**src/hw/rtl/scf_pkg.sv**
```systemverilog
// Shared types, constants and rounding helper for the stereo crossfeed filter.
// No dependencies; every other file in hw/rtl uses this package.
package scf_pkg;

  localparam int SampleW = 24;
  localparam int FracBits = 20;
  localparam int ProdW = 2 * SampleW;
  localparam int AccW = ProdW + 2;
  localparam int MixW = SampleW + 1;
  localparam int MixProdW = MixW + SampleW;
  localparam int NumRegs = 6;
  localparam int CfgIdxW = $clog2(NumRegs);
  localparam int NumTaps = 5;
  localparam int CntW = $clog2(NumTaps + 1);

  typedef logic signed [SampleW-1:0] sample_t;
  typedef logic signed [AccW-1:0] acc_t;

  typedef enum logic [CfgIdxW-1:0] {
    REG_LO_FEED   = 3'd0,
    REG_LO_POLE   = 3'd1,
    REG_HI_FEED   = 3'd2,
    REG_HI_PREV   = 3'd3,
    REG_HI_POLE   = 3'd4,
    REG_OUT_GAIN  = 3'd5
  } cfg_reg_e;

  typedef enum logic [CntW-1:0] {
    TAP_LO_X    = 3'd0,
    TAP_LO_FB   = 3'd1,
    TAP_HI_X    = 3'd2,
    TAP_HI_PREV = 3'd3,
    TAP_HI_FB   = 3'd4
  } tap_e;

  typedef enum logic [2:0] {
    S_IDLE,
    S_CALC,
    S_COMMIT,
    S_MIX,
    S_DONE
  } state_e;

  typedef struct packed {
    sample_t lo_feed;
    sample_t lo_pole;
    sample_t hi_feed;
    sample_t hi_prev;
    sample_t hi_pole;
  } filt_coef_t;

  typedef struct packed {
    logic load;
    logic mul_en;
    tap_e tap;
    logic commit;
  } lane_ctl_t;

  typedef struct packed {
    sample_t lo;
    sample_t hi;
  } lane_res_t;

  // floor((acc + 2^19) / 2^20), clamped to signed 24 bits
  function automatic sample_t round_sat(input acc_t acc);
    localparam int QW = AccW + 1 - FracBits;
    localparam logic signed [AccW:0] Half = (AccW + 1)'(1) << (FracBits - 1);
    localparam logic signed [QW-1:0] QMax = QW'((1 << (SampleW - 1)) - 1);
    localparam logic signed [QW-1:0] QMin = -QW'(1 << (SampleW - 1));
    logic signed [AccW:0] t;
    logic signed [QW-1:0] q;
    sample_t r;
    t = $signed({acc[AccW-1], acc}) + Half;
    q = t[AccW:FracBits];
    if (q > QMax) begin
      r = QMax[SampleW-1:0];
    end else if (q < QMin) begin
      r = QMin[SampleW-1:0];
    end else begin
      r = q[SampleW-1:0];
    end
    return r;
  endfunction

endpackage

```
**src/hw/rtl/scf_merge.sv**
```systemverilog
// Merge stage: crosses the lanes (own shelf plus other low-pass), applies the
// output gain and rounds. Depends on scf_pkg.
module scf_merge (
  input  logic                 clk_i,
  input  logic                 mul_en_i,
  input  scf_pkg::lane_res_t   left_i,
  input  scf_pkg::lane_res_t   right_i,
  input  scf_pkg::sample_t     gain_i,
  output scf_pkg::sample_t     left_o,
  output scf_pkg::sample_t     right_o
);
  import scf_pkg::*;

  logic signed [MixW-1:0] sum_l, sum_r;
  logic signed [MixProdW-1:0] prod_l_q, prod_r_q;

  assign sum_l = MixW'(left_i.hi) + MixW'(right_i.lo);
  assign sum_r = MixW'(right_i.hi) + MixW'(left_i.lo);

  always_ff @(posedge clk_i) begin
    if (mul_en_i) begin
      prod_l_q <= sum_l * MixProdW'(gain_i);
      prod_r_q <= sum_r * MixProdW'(gain_i);
    end
  end

  assign left_o = round_sat(AccW'(prod_l_q));
  assign right_o = round_sat(AccW'(prod_r_q));

endmodule

```
**config.mk**
```make
export PLATFORM = sky130hd
export DESIGN_NAME = scf_merge
export DESIGN_NICKNAME = d
export VERILOG_FILES = /design/src/hw/rtl/scf_pkg.sv /design/src/hw/rtl/scf_merge.sv
export SDC_FILE = /design/constraint.sdc
export NUM_CORES = 2
export LEC_CHECK = 0
export BUFFER_PORTS_ARGS = -buffer_cell sky130_fd_sc_hd__buf_2
export CAP_MARGIN = 20
export CELL_PAD_IN_SITES_DETAIL_PLACEMENT = 0
export CELL_PAD_IN_SITES_GLOBAL_PLACEMENT = 2
export CORE_MARGIN = 2
export CORE_UTILIZATION = 40
export DETAILED_ROUTE_END_ITERATION = 8
export PLACE_DENSITY = 0.85
export RECOVER_POWER = 50
export SKIP_LAST_GASP = 1
export SLEW_MARGIN = 10
export SYNTH_ARGS = -nofsm -noshare
export SYNTH_HDL_FRONTEND = slang
export SYNTH_SLANG_ARGS = --single-unit
```
**constraint.sdc**
```tcl
create_clock -name clk_i -period 13 [get_ports clk_i]
set_input_delay 1.95 -clock clk_i [delete_from_list [all_inputs] [get_ports clk_i]]
set_output_delay 1.95 -clock clk_i [all_outputs]
set_load 0.01 [all_outputs]
```
# Word level (Yosys, flattened, before mapping)
# Index checks and enable logic that the tools add are counted.
[op_classes]
add_sub_neg = 4
mul = 2
n_lt_le_gt_ge = 4
muxes = 4
[ops]
columns = ["cell", "n"]
rows = [
  ["$add 49x21->50 const B", 2],
  ["$mul 25x24->49", 2],
  ["$mux 24", 4],
  ["$gt 30x24->1 const B", 2],
  ["$lt 30x24->1 const B", 2],
  ["$add 24x24->25", 2],
]
[word_totals]
ff_bits = 98
input_bits = 122
out_inout_bits = 48
wordCells = 16

# Logic depth before layout (Yosys ltp)
[logic_depth]
depth_word = 4
mapped_depth = 38
mapped_depth_nobuf = 36

# Worst setup path after synthesis
# No wires, ideal clock.
[synth_path]
path_kind = "input to register"
startpoint = "input left_i[0] (netlist bit)"
endpoint = "register prod_l_q[48] (data pin)"
setup_time_ns = 0.260
arrival_time_ns = 10.485
t_required_ns = 12.740
setup_slack_ns = 2.256
path_stages = 35
cell_sequence = "ha_1 -> inv_1 -> fa_1 -> nor2b_1 -> o21ai_1 -> a21boi_1 -> o211ai_2 -> and4_4 -> nor3_1 -> o41a_2 -> o22ai_1 -> buf_4 -> and2_1 -> fa_1 -> inv_1 -> fa_1 -> inv_1 -> fa_1 -> clkbuf_1 -> xnor2_1 -> xnor2_1 -> fa_1 -> fa_1 -> inv_1 -> fa_1 -> inv_1 -> ha_1 -> a21o_1 -> a21oi_1 -> o311a_1 -> o211a_1 -> o41ai_1 -> a31o_2 -> a21oi_1 -> xnor2_1"
[synth_between]
elab_chain_len = 2
[synth_lines]
columns = ["item", "line_no", "rtl"]
rows = [
  ["from (decl)", "scf_merge.sv:6", "input scf_pkg::lane_res_t left_i,"],
  ["$add 24x24->25", "scf_merge.sv:17", "assign sum_l = MixW'(left_i.hi) + MixW'(right_i.lo);"],
  ["$mul 25x24->49", "scf_merge.sv:22", "prod_l_q <= sum_l * MixProdW'(gain_i);"],
  ["to (signal assigned)", "scf_merge.sv:22", ""],
  ["to (decl)", "scf_merge.sv:15", "logic signed [MixProdW-1:0] prod_l_q, prod_r_q;"],
]
# Every way passes these cells.
# A chain may end at the register's enable or synchronous reset.

# Worst setup path after layout
[layout_path]
startpoint = "input left_i[0] (netlist bit)"
endpoint = "register prod_l_q[42] (data pin)"
# The elaborated chain is that of the path after synthesis.

==> results.txt <==
----------------------------------------------------
[Outcome]
  Result of the run ... finished, violations left
  Failing checks ... capacitance limit, slew limit

[Yosys]
  Adder-Cell Fraction of Synth Area ... 57.43%
  Total standard cell area after synthesis ... 50140 µm²
  Area fraction in compound gates after synthesis ... 5.066%
  Total of warnings raised by yosys ... 0
  Total of flip-flops plus latches after synthesis ... 60
  Post-synthesis simple-gate area fraction ... 16.29%
  Post-synth top flop ... sky130_fd_sc_hd__edfxtp_1
  Mapped Nets ... 7198
  Parity-gate share of the synthesized area counting xor and xnor cells ... 3.284%
  Post-Syn Area per Cell ... 9.083 µm²
  Post-synth EDFFs ... 60
  Mux cell area share after synthesis ... 2.129%
  Instance count of the mapped netlist ... 5520
  Register area share after synthesis ... 3.594%
  Share of synthesized registers carrying an async set or reset ... 0%
  Combinational family with the most area after synthesis ... adder cells
  Number of library cell types mapped by synthesis ... 87

[Routing]
  Post-route antenna net violation count ... 0
  1st-pass router iterations ... 8
  Detail-routed via count per cell ... 4.956
  Routed via count ... 35430
  Number of remaining DRC errors ... 0
  Number of DRC markers after the initial detailed-route iteration ... 1760
  Routed wire length ... 134300 µm
  Avg WL per Cell ... 18.79 µm

[Clock network]
  Clock transition at path regs ... 0.06 ns
  Level count of the clock H-tree ... 3
  Count of hold buffers inserted by post-cts repair ... 0
  Clk Tree Root Cell ... sky130_fd_sc_hd__clkbuf_16
  Clock sink total ... 60
  Total clock buffers created by CTS ... 9
  Maximum clock path buffer count ... 2
  Setup fix buffers added after clock tree synthesis ... 0
  TritonCTS clock tree ... done
  Resize count post-CTS ... 0

[Cells and area]
  Final Net Count ... 7184
  Fill cells ... 12350
  Fraction of layout instances using a drive strength above 1 ... 6.569%
  Number of antenna repair diodes ... 0
  Area growth, synth to finish ... 6.089%
  Final instance area ... 53190 µm²

[Place]
  Half-perimeter wire length after placement ... 109100 µm
  Number of port buffers ... 169
  Placer congestion estimate ... 0.8662
  Post-placement cell area ... 52970 µm²

[Timing]
  Final Hold Violating Endpoints ... 0
  Unrepaired setup endpoints after global routing ... no
  Final setup violation count ... 0
  Transition at the pin with the smallest max-transition slack ... 4.026 ns
  Upper clock frequency limit ... 0.08680 GHz
  Max-slew violation total from the final report ... 85
  Summed negative setup slack over all endpoints ... 0 ns
  Post-route fraction of the period consumed by the critical path ... 88.63%
  Slew HR ... -168.4%
  Final min period ... 11.52 ns

[GRT]
  Antenna violations before repair ... 5
  Number of global-route vias before repair ... 39180
  Wire length of the first global-routing pass ... 221100 µm
  Maximum number of pins on one net before global-route repair ... 61
  Global-route congestion overflow total ... 0
  Global-route usage over all layers ... 22.23%

[Setup path]
  Delay of the slowest cell on the worst path ... 0.59 ns
  Data arrival time at the worst-slack endpoint ... 11.65 ns
  Worst path required time ... 13.12 ns
  Number of buffers and inverters on the critical path ... 7
  Cell family with the largest share of critical-path delay ... adder cells
  Kind of critical path ... input port to register
  Peak fanout along the critical path ... 38
  Nature of the critical path startpoint ... input port
  Type of destination of the critical path ... register
  Critical path origin ... left_i[0]
  CP dominant cell by count ... sky130_fd_sc_hd__fa_1
  Max stage delay cell, worst path ... sky130_fd_sc_hd__fa_1

[Floorplanning]
  Top-level port count ... 170
  DIE AREA ... 128200 µm²
  Initial Util ... 40.39%
  Floorplan die width ... 358.0 µm
  Row count ... 129
  Std-Cell Core Area ... 124100 µm²
  Vertical die dimension ... 358.0 µm

[Min path]
  Hold wc startpoint ... prod_l_q[48]
  Worst hold path type ... register to output pin

[Job]
  Reported max-cap violation count ... 2

----------------------------------------------------
## worst paths after layout
check / endpoint / depth (start not counted)
worst min-delay path: left_o[23] / 3
worst max-delay path: prod_l_q[42] / 35
## cell usage after synthesis (all sizes together) (4+ instances only)
cell type | instances | share of area [%]
a22o | 4 | 0.070
nand2b | 134 | 1.7
ha | 315 | 7.9
o22ai | 5 | 0.075
and3 | 18 | 0.23
o21bai | 12 | 0.18
mux2 | 42 | 0.95
and4 | 9 | 0.17
or3 | 4 | 0.050
a31oi | 13 | 0.20
o211ai | 11 | 0.19
a21o | 65 | 0.97
clkbuf | 254 | 1.9
xnor2 | 119 | 2.1
nor2b | 37 | 0.46
a311oi | 4 | 0.070
o21ai | 104 | 1.1
a21oi | 90 | 0.96
nor4 | 7 | 0.10
inv | 1320 | 9.9
nor2 | 116 | 0.87
xor2 | 69 | 1.2
buf | 29 | 0.39
nand3 | 43 | 0.43
a2111oi | 4 | 0.12
or2 | 5 | 0.062
a22oi | 6 | 0.090
nand2 | 695 | 5.2
o21a | 17 | 0.25
o31ai | 6 | 0.11
nand4 | 26 | 0.34
and2 | 507 | 6.3
mux2i | 59 | 1.2
nor3 | 22 | 0.23
a211oi | 8 | 0.12
edfxtp | 60 | 3.6
fa | 1241 | 50
## kinds of logic (layout without fill, tap and decap cells)
| family | count (synthesis) | in the layout |
|---|---|---|
| AO/OA/AOI/OAI | 376 | 376 |
| XOR/XNOR | 188 | 188 |
| adder cells (fa/ha/maj) | 1557 | 1557 |
| buffers and inverters | 1606 | 1597 |
| flip-flops | 60 | 60 |
| multiplexers | 101 | 101 |
| AND/OR/NAND/NOR | 1632 | 1632 |
## sequential cells by signal, indices dropped and copies added, names as in the netlist
| register | cells |
|---|---|
| prod_l_q | 30 |
| prod_r_q | 30 |
## routing by layer
metal  routed length [µm]  track usage, %  vias to the layer above
met2                63350           36.80                      777
met5                   34               0                        -
li1                     -               -                    16130
met4                 3196           5.322                        6
met1                60630           30.50                    18350
met3                 7122           3.654                      156
## area by class of cell
type | instances | area, µm² | share of cell area [%]
inverters | 1323 | 4966 | 9.336
repair buffers | 258 | 1499 | 2.818
well taps | 1637 | 2048 | 3.851
multi-input cells | 3854 | 42620 | 80.12
clock inverters | 7 | 33.78 | 0.06351
flip-flops and latches | 60 | 1802 | 3.387
clock buffers | 9 | 225.2 | 0.4234
## metrics by stage
stage                     cells  hold WS, ns  util [%]  worst slack (ns)
after floorplan            5520        2.063         -             2.256
after global placement     7131        2.574     42.67             1.091
after detailed placement   7132        2.576     42.68             1.023
after CTS                  7148        2.246     42.89             1.371
after global routing       7148        3.041     42.85            0.7546
final                      7148        2.995     42.85             1.479
## layout by cell type, fill, tap and decap left out, types with 17 or more instances in the layout
cell type / count
sky130_fd_sc_hd__nor2b_1: 37
sky130_fd_sc_hd__o21a_1: 17
sky130_fd_sc_hd__fa_1: 1241
sky130_fd_sc_hd__and2_1: 507
sky130_fd_sc_hd__nor3_1: 21
sky130_fd_sc_hd__xnor2_1: 99
sky130_fd_sc_hd__a21o_1: 65
sky130_fd_sc_hd__edfxtp_1: 60
sky130_fd_sc_hd__nand2_1: 695
sky130_fd_sc_hd__mux2i_1: 59
sky130_fd_sc_hd__and3_1: 17
sky130_fd_sc_hd__xor2_1: 58
sky130_fd_sc_hd__mux2_2: 31
sky130_fd_sc_hd__inv_1: 1320
sky130_fd_sc_hd__nand4_1: 25
sky130_fd_sc_hd__nand2b_1: 134
sky130_fd_sc_hd__a21oi_1: 84
sky130_fd_sc_hd__buf_4: 88
sky130_fd_sc_hd__ha_1: 315
sky130_fd_sc_hd__nor2_1: 115
sky130_fd_sc_hd__nand3_1: 43
sky130_fd_sc_hd__o21ai_0: 82
sky130_fd_sc_hd__buf_2: 154
Power is not shown: default switching activity piles up to over one toggle a cycle in this logic, so the estimate is an artifact.
