<file path="src/hw/rtl/scf_pkg.sv">
// Shared types, constants and rounding helper for the stereo crossfeed filter.
// No dependencies; every other file in hw/rtl uses this package.
package scf_pkg;

  localparam int SampleW = 24;
  localparam int FracBits = 20;
  localparam int ProdW = 2 * SampleW;
  localparam int AccW = ProdW + 2;
  localparam int MixW = SampleW + 1;
  localparam int MixProdW = MixW + SampleW;
  localparam int NumRegs = 6;
  localparam int CfgIdxW = $clog2(NumRegs);
  localparam int NumTaps = 5;
  localparam int CntW = $clog2(NumTaps + 1);

  typedef logic signed [SampleW-1:0] sample_t;
  typedef logic signed [AccW-1:0] acc_t;

  typedef enum logic [CfgIdxW-1:0] {
    REG_LO_FEED   = 3'd0,
    REG_LO_POLE   = 3'd1,
    REG_HI_FEED   = 3'd2,
    REG_HI_PREV   = 3'd3,
    REG_HI_POLE   = 3'd4,
    REG_OUT_GAIN  = 3'd5
  } cfg_reg_e;

  typedef enum logic [CntW-1:0] {
    TAP_LO_X    = 3'd0,
    TAP_LO_FB   = 3'd1,
    TAP_HI_X    = 3'd2,
    TAP_HI_PREV = 3'd3,
    TAP_HI_FB   = 3'd4
  } tap_e;

  typedef enum logic [2:0] {
    S_IDLE,
    S_CALC,
    S_COMMIT,
    S_MIX,
    S_DONE
  } state_e;

  typedef struct packed {
    sample_t lo_feed;
    sample_t lo_pole;
    sample_t hi_feed;
    sample_t hi_prev;
    sample_t hi_pole;
  } filt_coef_t;

  typedef struct packed {
    logic load;
    logic mul_en;
    tap_e tap;
    logic commit;
  } lane_ctl_t;

  typedef struct packed {
    sample_t lo;
    sample_t hi;
  } lane_res_t;

  // floor((acc + 2^19) / 2^20), clamped to signed 24 bits
  function automatic sample_t round_sat(input acc_t acc);
    localparam int QW = AccW + 1 - FracBits;
    localparam logic signed [AccW:0] Half = (AccW + 1)'(1) << (FracBits - 1);
    localparam logic signed [QW-1:0] QMax = QW'((1 << (SampleW - 1)) - 1);
    localparam logic signed [QW-1:0] QMin = -QW'(1 << (SampleW - 1));
    logic signed [AccW:0] t;
    logic signed [QW-1:0] q;
    sample_t r;
    t = $signed({acc[AccW-1], acc}) + Half;
    q = t[AccW:FracBits];
    if (q > QMax) begin
      r = QMax[SampleW-1:0];
    end else if (q < QMin) begin
      r = QMin[SampleW-1:0];
    end else begin
      r = q[SampleW-1:0];
    end
    return r;
  endfunction

endpackage

</file>
<file path="src/hw/rtl/scf_lane.sv">
// One channel lane: low-pass and high-shelf filters on a shared 24x24 multiplier,
// one product per cycle, plus the lane's filter history. Depends on scf_pkg.
module scf_lane (
  input  logic                  clk_i,
  input  logic                  rst_ni,
  input  scf_pkg::lane_ctl_t    ctl_i,
  input  scf_pkg::filt_coef_t   coef_i,
  input  scf_pkg::sample_t      x_i,
  output scf_pkg::lane_res_t    res_o
);
  import scf_pkg::*;

  sample_t x_q;
  sample_t lo_hist_q, hi_hist_q, prev_q;
  sample_t op_a, op_b;
  logic signed [ProdW-1:0] prod_d, prod_q;
  logic prod_lo_q, prod_vld_q;
  acc_t lo_acc_q, hi_acc_q;

  always_comb begin
    unique case (ctl_i.tap)
      TAP_LO_X: begin
        op_a = coef_i.lo_feed;
        op_b = x_q;
      end
      TAP_LO_FB: begin
        op_a = coef_i.lo_pole;
        op_b = lo_hist_q;
      end
      TAP_HI_X: begin
        op_a = coef_i.hi_feed;
        op_b = x_q;
      end
      TAP_HI_PREV: begin
        op_a = coef_i.hi_prev;
        op_b = prev_q;
      end
      TAP_HI_FB: begin
        op_a = coef_i.hi_pole;
        op_b = hi_hist_q;
      end
      default: begin
        op_a = '0;
        op_b = '0;
      end
    endcase
  end

  assign prod_d = op_a * op_b;

  always_ff @(posedge clk_i) begin
    if (ctl_i.load) begin
      x_q <= x_i;
    end
    prod_q <= prod_d;
    prod_lo_q <= (ctl_i.tap == TAP_LO_X) || (ctl_i.tap == TAP_LO_FB);
  end

  always_ff @(posedge clk_i or negedge rst_ni) begin
    if (!rst_ni) begin
      prod_vld_q <= 1'b0;
      lo_acc_q <= '0;
      hi_acc_q <= '0;
    end else if (ctl_i.load) begin
      prod_vld_q <= 1'b0;
      lo_acc_q <= '0;
      hi_acc_q <= '0;
    end else begin
      prod_vld_q <= ctl_i.mul_en;
      // fold in the product registered last cycle
      if (prod_vld_q) begin
        if (prod_lo_q) begin
          lo_acc_q <= lo_acc_q + AccW'(prod_q);
        end else begin
          hi_acc_q <= hi_acc_q + AccW'(prod_q);
        end
      end
    end
  end

  always_ff @(posedge clk_i or negedge rst_ni) begin
    if (!rst_ni) begin
      lo_hist_q <= '0;
      hi_hist_q <= '0;
      prev_q <= '0;
    end else if (ctl_i.commit) begin
      lo_hist_q <= round_sat(lo_acc_q);
      hi_hist_q <= round_sat(hi_acc_q);
      prev_q <= x_q;
    end
  end

  assign res_o.lo = lo_hist_q;
  assign res_o.hi = hi_hist_q;

endmodule

</file>
<file path="config.mk">
export PLATFORM = sky130hd
export DESIGN_NAME = scf_lane
export DESIGN_NICKNAME = d
export VERILOG_FILES = /design/src/hw/rtl/scf_pkg.sv /design/src/hw/rtl/scf_lane.sv
export SDC_FILE = /design/constraint.sdc
export NUM_CORES = 2
export LEC_CHECK = 0
export BUFFER_PORTS_ARGS = -buffer_cell sky130_fd_sc_hd__buf_2
export CORE_MARGIN = 2
export CORE_UTILIZATION = 35
export CTS_BUF_LIST = sky130_fd_sc_hd__clkbuf_16
export DETAILED_ROUTE_END_ITERATION = 10
export GPL_TIMING_DRIVEN = 0
export PLACE_DENSITY_LB_ADDON = 0.1
export SKIP_CTS_REPAIR_TIMING = 1
export SLEW_MARGIN = 0
export SYNTH_ARGS = -nofsm -noshare
export SYNTH_HDL_FRONTEND = slang
export SYNTH_SLANG_ARGS = --single-unit
</file>
<file path="constraint.sdc">
create_clock -name clk_i -period 7.2 [get_ports clk_i]
set_input_delay 2.16 -clock clk_i [delete_from_list [all_inputs] [get_ports clk_i]]
set_output_delay 2.16 -clock clk_i [all_outputs]
set_load 0.02 [all_outputs]
</file>
[After elaboration in Yosys (flattened, before gate mapping)]
Cells that the tools add are included.
Word-level totals
  register bits after elaboration: 246
  bits of input ports: 152
  output and inout port bits: 48
Cells by class
  $add $sub $neg: 4
  multiply operators: 1
  order comparisons: 4
  equality and inequality tests: 5
  multiplexer cells: 13
  reduce and logical (&&, ||, !) cells: 7
Operators by type and width (count)
  2-to-1 mux 50 bit: 6
  one-hot mux 24 bit (5 select lines): 1
  adder 50 x 21 -> 51 bit, second input constant: 2
  adder 50 x 48 -> 50 bit: 2
  2-to-1 mux 24 bit: 4
  one-hot mux 24 bit (4 select lines): 1
  > comparator 31 x 24 -> 1 bit, second input constant: 2
  less-than comparator 31 x 24 -> 1 bit, second input constant: 2
  multiplier 24 x 24 -> 48 bit: 1
  equality test 3 x 2 -> 1 bit, second input constant: 2
  AND reduction 2 bit: 2
  nonzero test 2 bit: 2
  equality test 3 x 1 -> 1 bit, second input constant: 1
  equality test 3 bit, second input constant: 1
  logical NOT 3 bit: 1
  inequality test 2 bit, second input constant: 1
  OR reduction 2 bit: 1
  logical OR 1 bit: 1
  2-to-1 mux 1 bit: 1

[Depth between registers and ports, before layout]
  word-level depth: 4
  mapped depth: 34
  mapped depth without buffers: 31

[Worst setup path before layout]
No wires, ideal clock.
  path type: input-to-reg
  start point: input port ctl_i[1] in the netlist's numbering
  end point: register prod_q[40]
  arrival: 10.320 ns
  path slack: -3.192 ns
  cell stages on the path: 31
  buffers on the path: 5
  cell sequence: buf_2 -> buf_1 -> clkbuf_1 -> clkbuf_1 -> o21ai_0 -> o21ai_1 -> clkbuf_1 -> nand2_1 -> fa_1 -> inv_1 -> fa_1 -> inv_1 -> fa_1 -> inv_1 -> fa_1 -> fa_1 -> fa_1 -> inv_1 -> fa_1 -> inv_1 -> ha_1 -> nand2_1 -> a21oi_1 -> a221o_1 -> or3_1 -> a211o_1 -> a311o_1 -> a21oi_2 -> o21ai_1 -> a21oi_1 -> xnor2_1
Between the ends
  word-level cells in the longest chain between the ends: 4
  elaborated cells between the ends (all ways): 9
Ends and longest elaborated chain
  start, declared: RTL line scf_lane.sv:6  | input scf_pkg::lane_ctl_t ctl_i,
  equality test 3 x 2 -> 1 bit / logical NOT 3 bit (equally long branches): RTL line scf_lane.sv:21  | unique case (ctl_i.tap)
  OR reduction 2 bit (no line)
  one-hot mux 24 bit (4 select lines): RTL line scf_lane.sv:21
  multiplier 24 x 24 -> 48 bit (*): RTL line scf_lane.sv:49  | assign prod_d = op_a * op_b;
  named net prod_d[40]: RTL line scf_lane.sv:16  | logic signed [ProdW-1:0] prod_d, prod_q;
  end signal, assigned: RTL line scf_lane.sv:55  | prod_q <= prod_d;
  end, declared: RTL line scf_lane.sv:16
The timed path passes the listed nets; every way through them passes the cells marked *.
A chain may end at the register's enable or synchronous reset.

[Worst setup path in the final report]
  start point: input port ctl_i[2] in the netlist's numbering
  end point: register prod_q[40]
The elaborated chain is that of the path after synthesis.

==> qor.csv <==
stage,metric,value,unit
critical_path,CP max stage delay,0.58,ns
critical_path,worst-path fanout max,8,
logic_synthesis,Avg Synthesized Cell Area,8.75,um^2
sta,final count of hold timing violations,0,
min_path,hold crit path type,flop to flop,
critical_path,WP data arrival,10.07,ns
layout,layout cell share with drive strength beyond 1,0.190,
floorplan,DIE AREA,110000,um^2
logic_synthesis,syn nets,5295,
sta,fmax,105,MHz
logic_synthesis,Post-Syn Area,37600,um^2
critical_path,Reg2Reg Depth,26,
sta,final setup fails,38,
routing,routed len/inst,25.1,um
critical_path,Worst Setup End Kind,flop,
placed_design,gpl congestion,0.933,
clocking,number of buffers created by CTS,31,
sta,crit path time final,9.55,ns
sta,Slew Limit Fails,0,
clocking,CTS root buffer,clkbuf_16,
floorplan,initial core utilization,0.352,
logic_synthesis,"Async S/R FF share, synth",0.703,
layout,"commonest cells after routing, fill and taps aside","inv_1, nand2_1, fa_1, nor2_1, a21oi_1",
sta,unrepaired setup endpoints after global routing,true,
placed_design,hpwl dp,125000,um
layout,antenna cells,0,
logic_synthesis,Main synth FF type,dfrtp_1,
sta,Relative slew margins,0.0405,
sta,setup ws final,-2.35,ns
critical_path,reg2reg end,prod_q[40]$_DFF_P_,
clocking,CTS H-Tree Depth,1,
critical_path,"Slowest-stage cell, CP",fa_2,
global_route,total congestion overflow,0,
layout,fin area,46100,um^2
clocking,"CTS clk-pin slew, worst paths",0.06,ns
logic_synthesis,Yosys warning total,0,
placed_design,"Cell Area, Placed",41200,um^2
critical_path,r2r setup slk,-0.86,ns
floorplan,Die W,332,um
global_route,vias in the first global route,31900,
routing,Pre-Repair DR Iteration Count,6,
logic_synthesis,Synth Instances,4300,
logic_synthesis,Netlist cell types,78,
global_route,first-pass GRT wire length,219000,um
sta,Worst Max-Slew Pin Slew,1.43,ns
min_path,worst hold start,prev_q[3]$_DFFE_PN0P_,
logic_synthesis,cell taking the most area after synthesis,fa_1,
clocking,Clock Latency Late Sink,0.61,ns
sta,Tcrit/Tclk final,1.33,
logic_synthesis,"FF+latch count, synth",246,
sta,Final Skew,0.0377,ns
routing,final WL,154000,um
min_path,Hold EP,prev_q[3]$_DFFE_PN0P_,
logic_synthesis,register area share after synthesis,0.160,
floorplan,DIE HEIGHT,332,um
floorplan,Site Rows,120,
routing,vias per cell,5.30,
layout,synth-to-layout area growth,22.6,%
global_route,largest net degree at the start of global routing,99,
floorplan,io pins,200,
logic_synthesis,Post-synth EDFFs,24,
status,failing checks,negative setup slack,
job,Max-Cap Viols,0,
logic_synthesis,Area contributors post-synth,"fa_1, dfrtp_1, ha_1",
layout,nets,5695,
logic_synthesis,area share of the largest cell type after synthesis,0.324,
global_route,GRT Util Overall,0.272,
status,status,"finished, violations left",
placed_design,# port buffers,195,
layout,"commonest non-fill, non-tap cell in the layout",inv_1,
critical_path,crit path kind,primary input to flop,
critical_path,Setup crit start kind,primary input,
routing,drt drc,0,
clocking,clock tree from TritonCTS,done,
critical_path,reg-to-reg critical path startpoint,lo_hist_q[23]$_DFFE_PN0P_,
routing,DRT antenna net count,0,
routing,via count,32500,
min_path,WHS Path Cells,1,
clocking,Max Root-Sink Buffers,3,
floorplan,Core ar.,107000,um^2
routing,DR iter-0 viols,2515,
clocking,Sink Count,246,
global_route,initial antenna violation count,12,
critical_path,WP data required,7.72,ns
worst max-delay path by stage:
stage	slack, ns	depth (start not counted)	from	endpoint
after floorplan	-2.09	32	ctl_i[1]	prod_q[47]$_DFF_P_
after global placement	-5.31	29	ctl_i[3]	prod_q[47]$_DFF_P_
after detailed placement	-5.25	29	ctl_i[3]	prod_q[47]$_DFF_P_
after CTS	-4.64	29	ctl_i[3]	prod_q[47]$_DFF_P_
after global routing	-2.42	31	ctl_i[1]	prod_q[40]$_DFF_P_
final	-2.35	33	ctl_i[2]	prod_q[40]$_DFF_P_
cell type report:
type	count	area (um^2)
clock inverter	25	156
buffer	184	1720
sequential	246	6030
timing repair buffer	372	2830
multi-input combinational	3162	30100
fill	10800	60800
inverter	703	2650
clock buffer	33	826
tap	1403	1760
cell families (layout without fill, tap and decap cells):
kind of cell | count (synthesis) | in the layout | share of synthesized area
flip-flops | 246 | 246 | 0.160
adder cells (fa/ha/maj) | 843 | 843 | 0.402
AO/OA/AOI/OAI | 734 | 734 | 0.125
multiplexers | 100 | 100 | 0.0290
XOR/XNOR | 170 | 170 | 0.0396
buffers and inverters | 892 | 1317 | 0.0894
AND/OR/NAND/NOR | 1315 | 1315 | 0.155
through the flow:
step / utilization / cells / hold WS [ns] / setup TNS, ns / setup WS, ns
after detailed placement: 0.385 / 5901 / 0.494 / -159.25 / -5.25
after CTS: 0.394 / 5959 / 0.496 / -134.27 / -4.64
after global routing: 0.431 / 6128 / 0.520 / -65.28 / -2.42
final: 0.431 / 6128 / 0.508 / -60.66 / -2.35
after global placement: 0.385 / 5898 / 0.489 / -159.28 / -5.31
after floorplan: - / 4300 / 0.475 / -52.43 / -2.09
state kept, by name, indices dropped and copies added (netlist names):
| register | flops |
|---|---|
| hi_acc_q | 50 |
| hi_hist_q | 24 |
| lo_acc_q | 50 |
| lo_hist_q | 24 |
| prev_q | 24 |
| prod_lo_q | 1 |
| prod_q | 48 |
| prod_vld_q | 1 |
| x_q | 24 |
metal layers:
layer  up-vias  track usage  share of wire
li1      14600            -              -
met1     16600        0.380           0.44
met3       177       0.0635          0.081
met2      1083        0.418           0.45
met5         -            0        0.00023
met4         6       0.0790          0.033
worst max-delay path, delay by kind of cell:
kind                     cells  cell delay [ns]
adder cells (fa/ha/maj)      8             3.79
buffers and inverters       10             1.06
XOR/XNOR                     1             0.15
multiplexers                 1             0.13
AO/OA/AOI/OAI               10             2.22
AND/OR/NAND/NOR              3             0.51
synthesized netlist by cell type, types with 71 or more instances:
library cell	n
o21ai_0	110
xnor2_1	102
nand2_1	657
inv_1	701
a21o_1	92
ha_1	234
fa_1	609
clkbuf_1	156
a21oi_1	237
nor2_1	292
dfrtp_1	173
and2_1	71
Power is not shown: default switching activity piles up to over one toggle a cycle in this logic, so the estimate is an artifact.
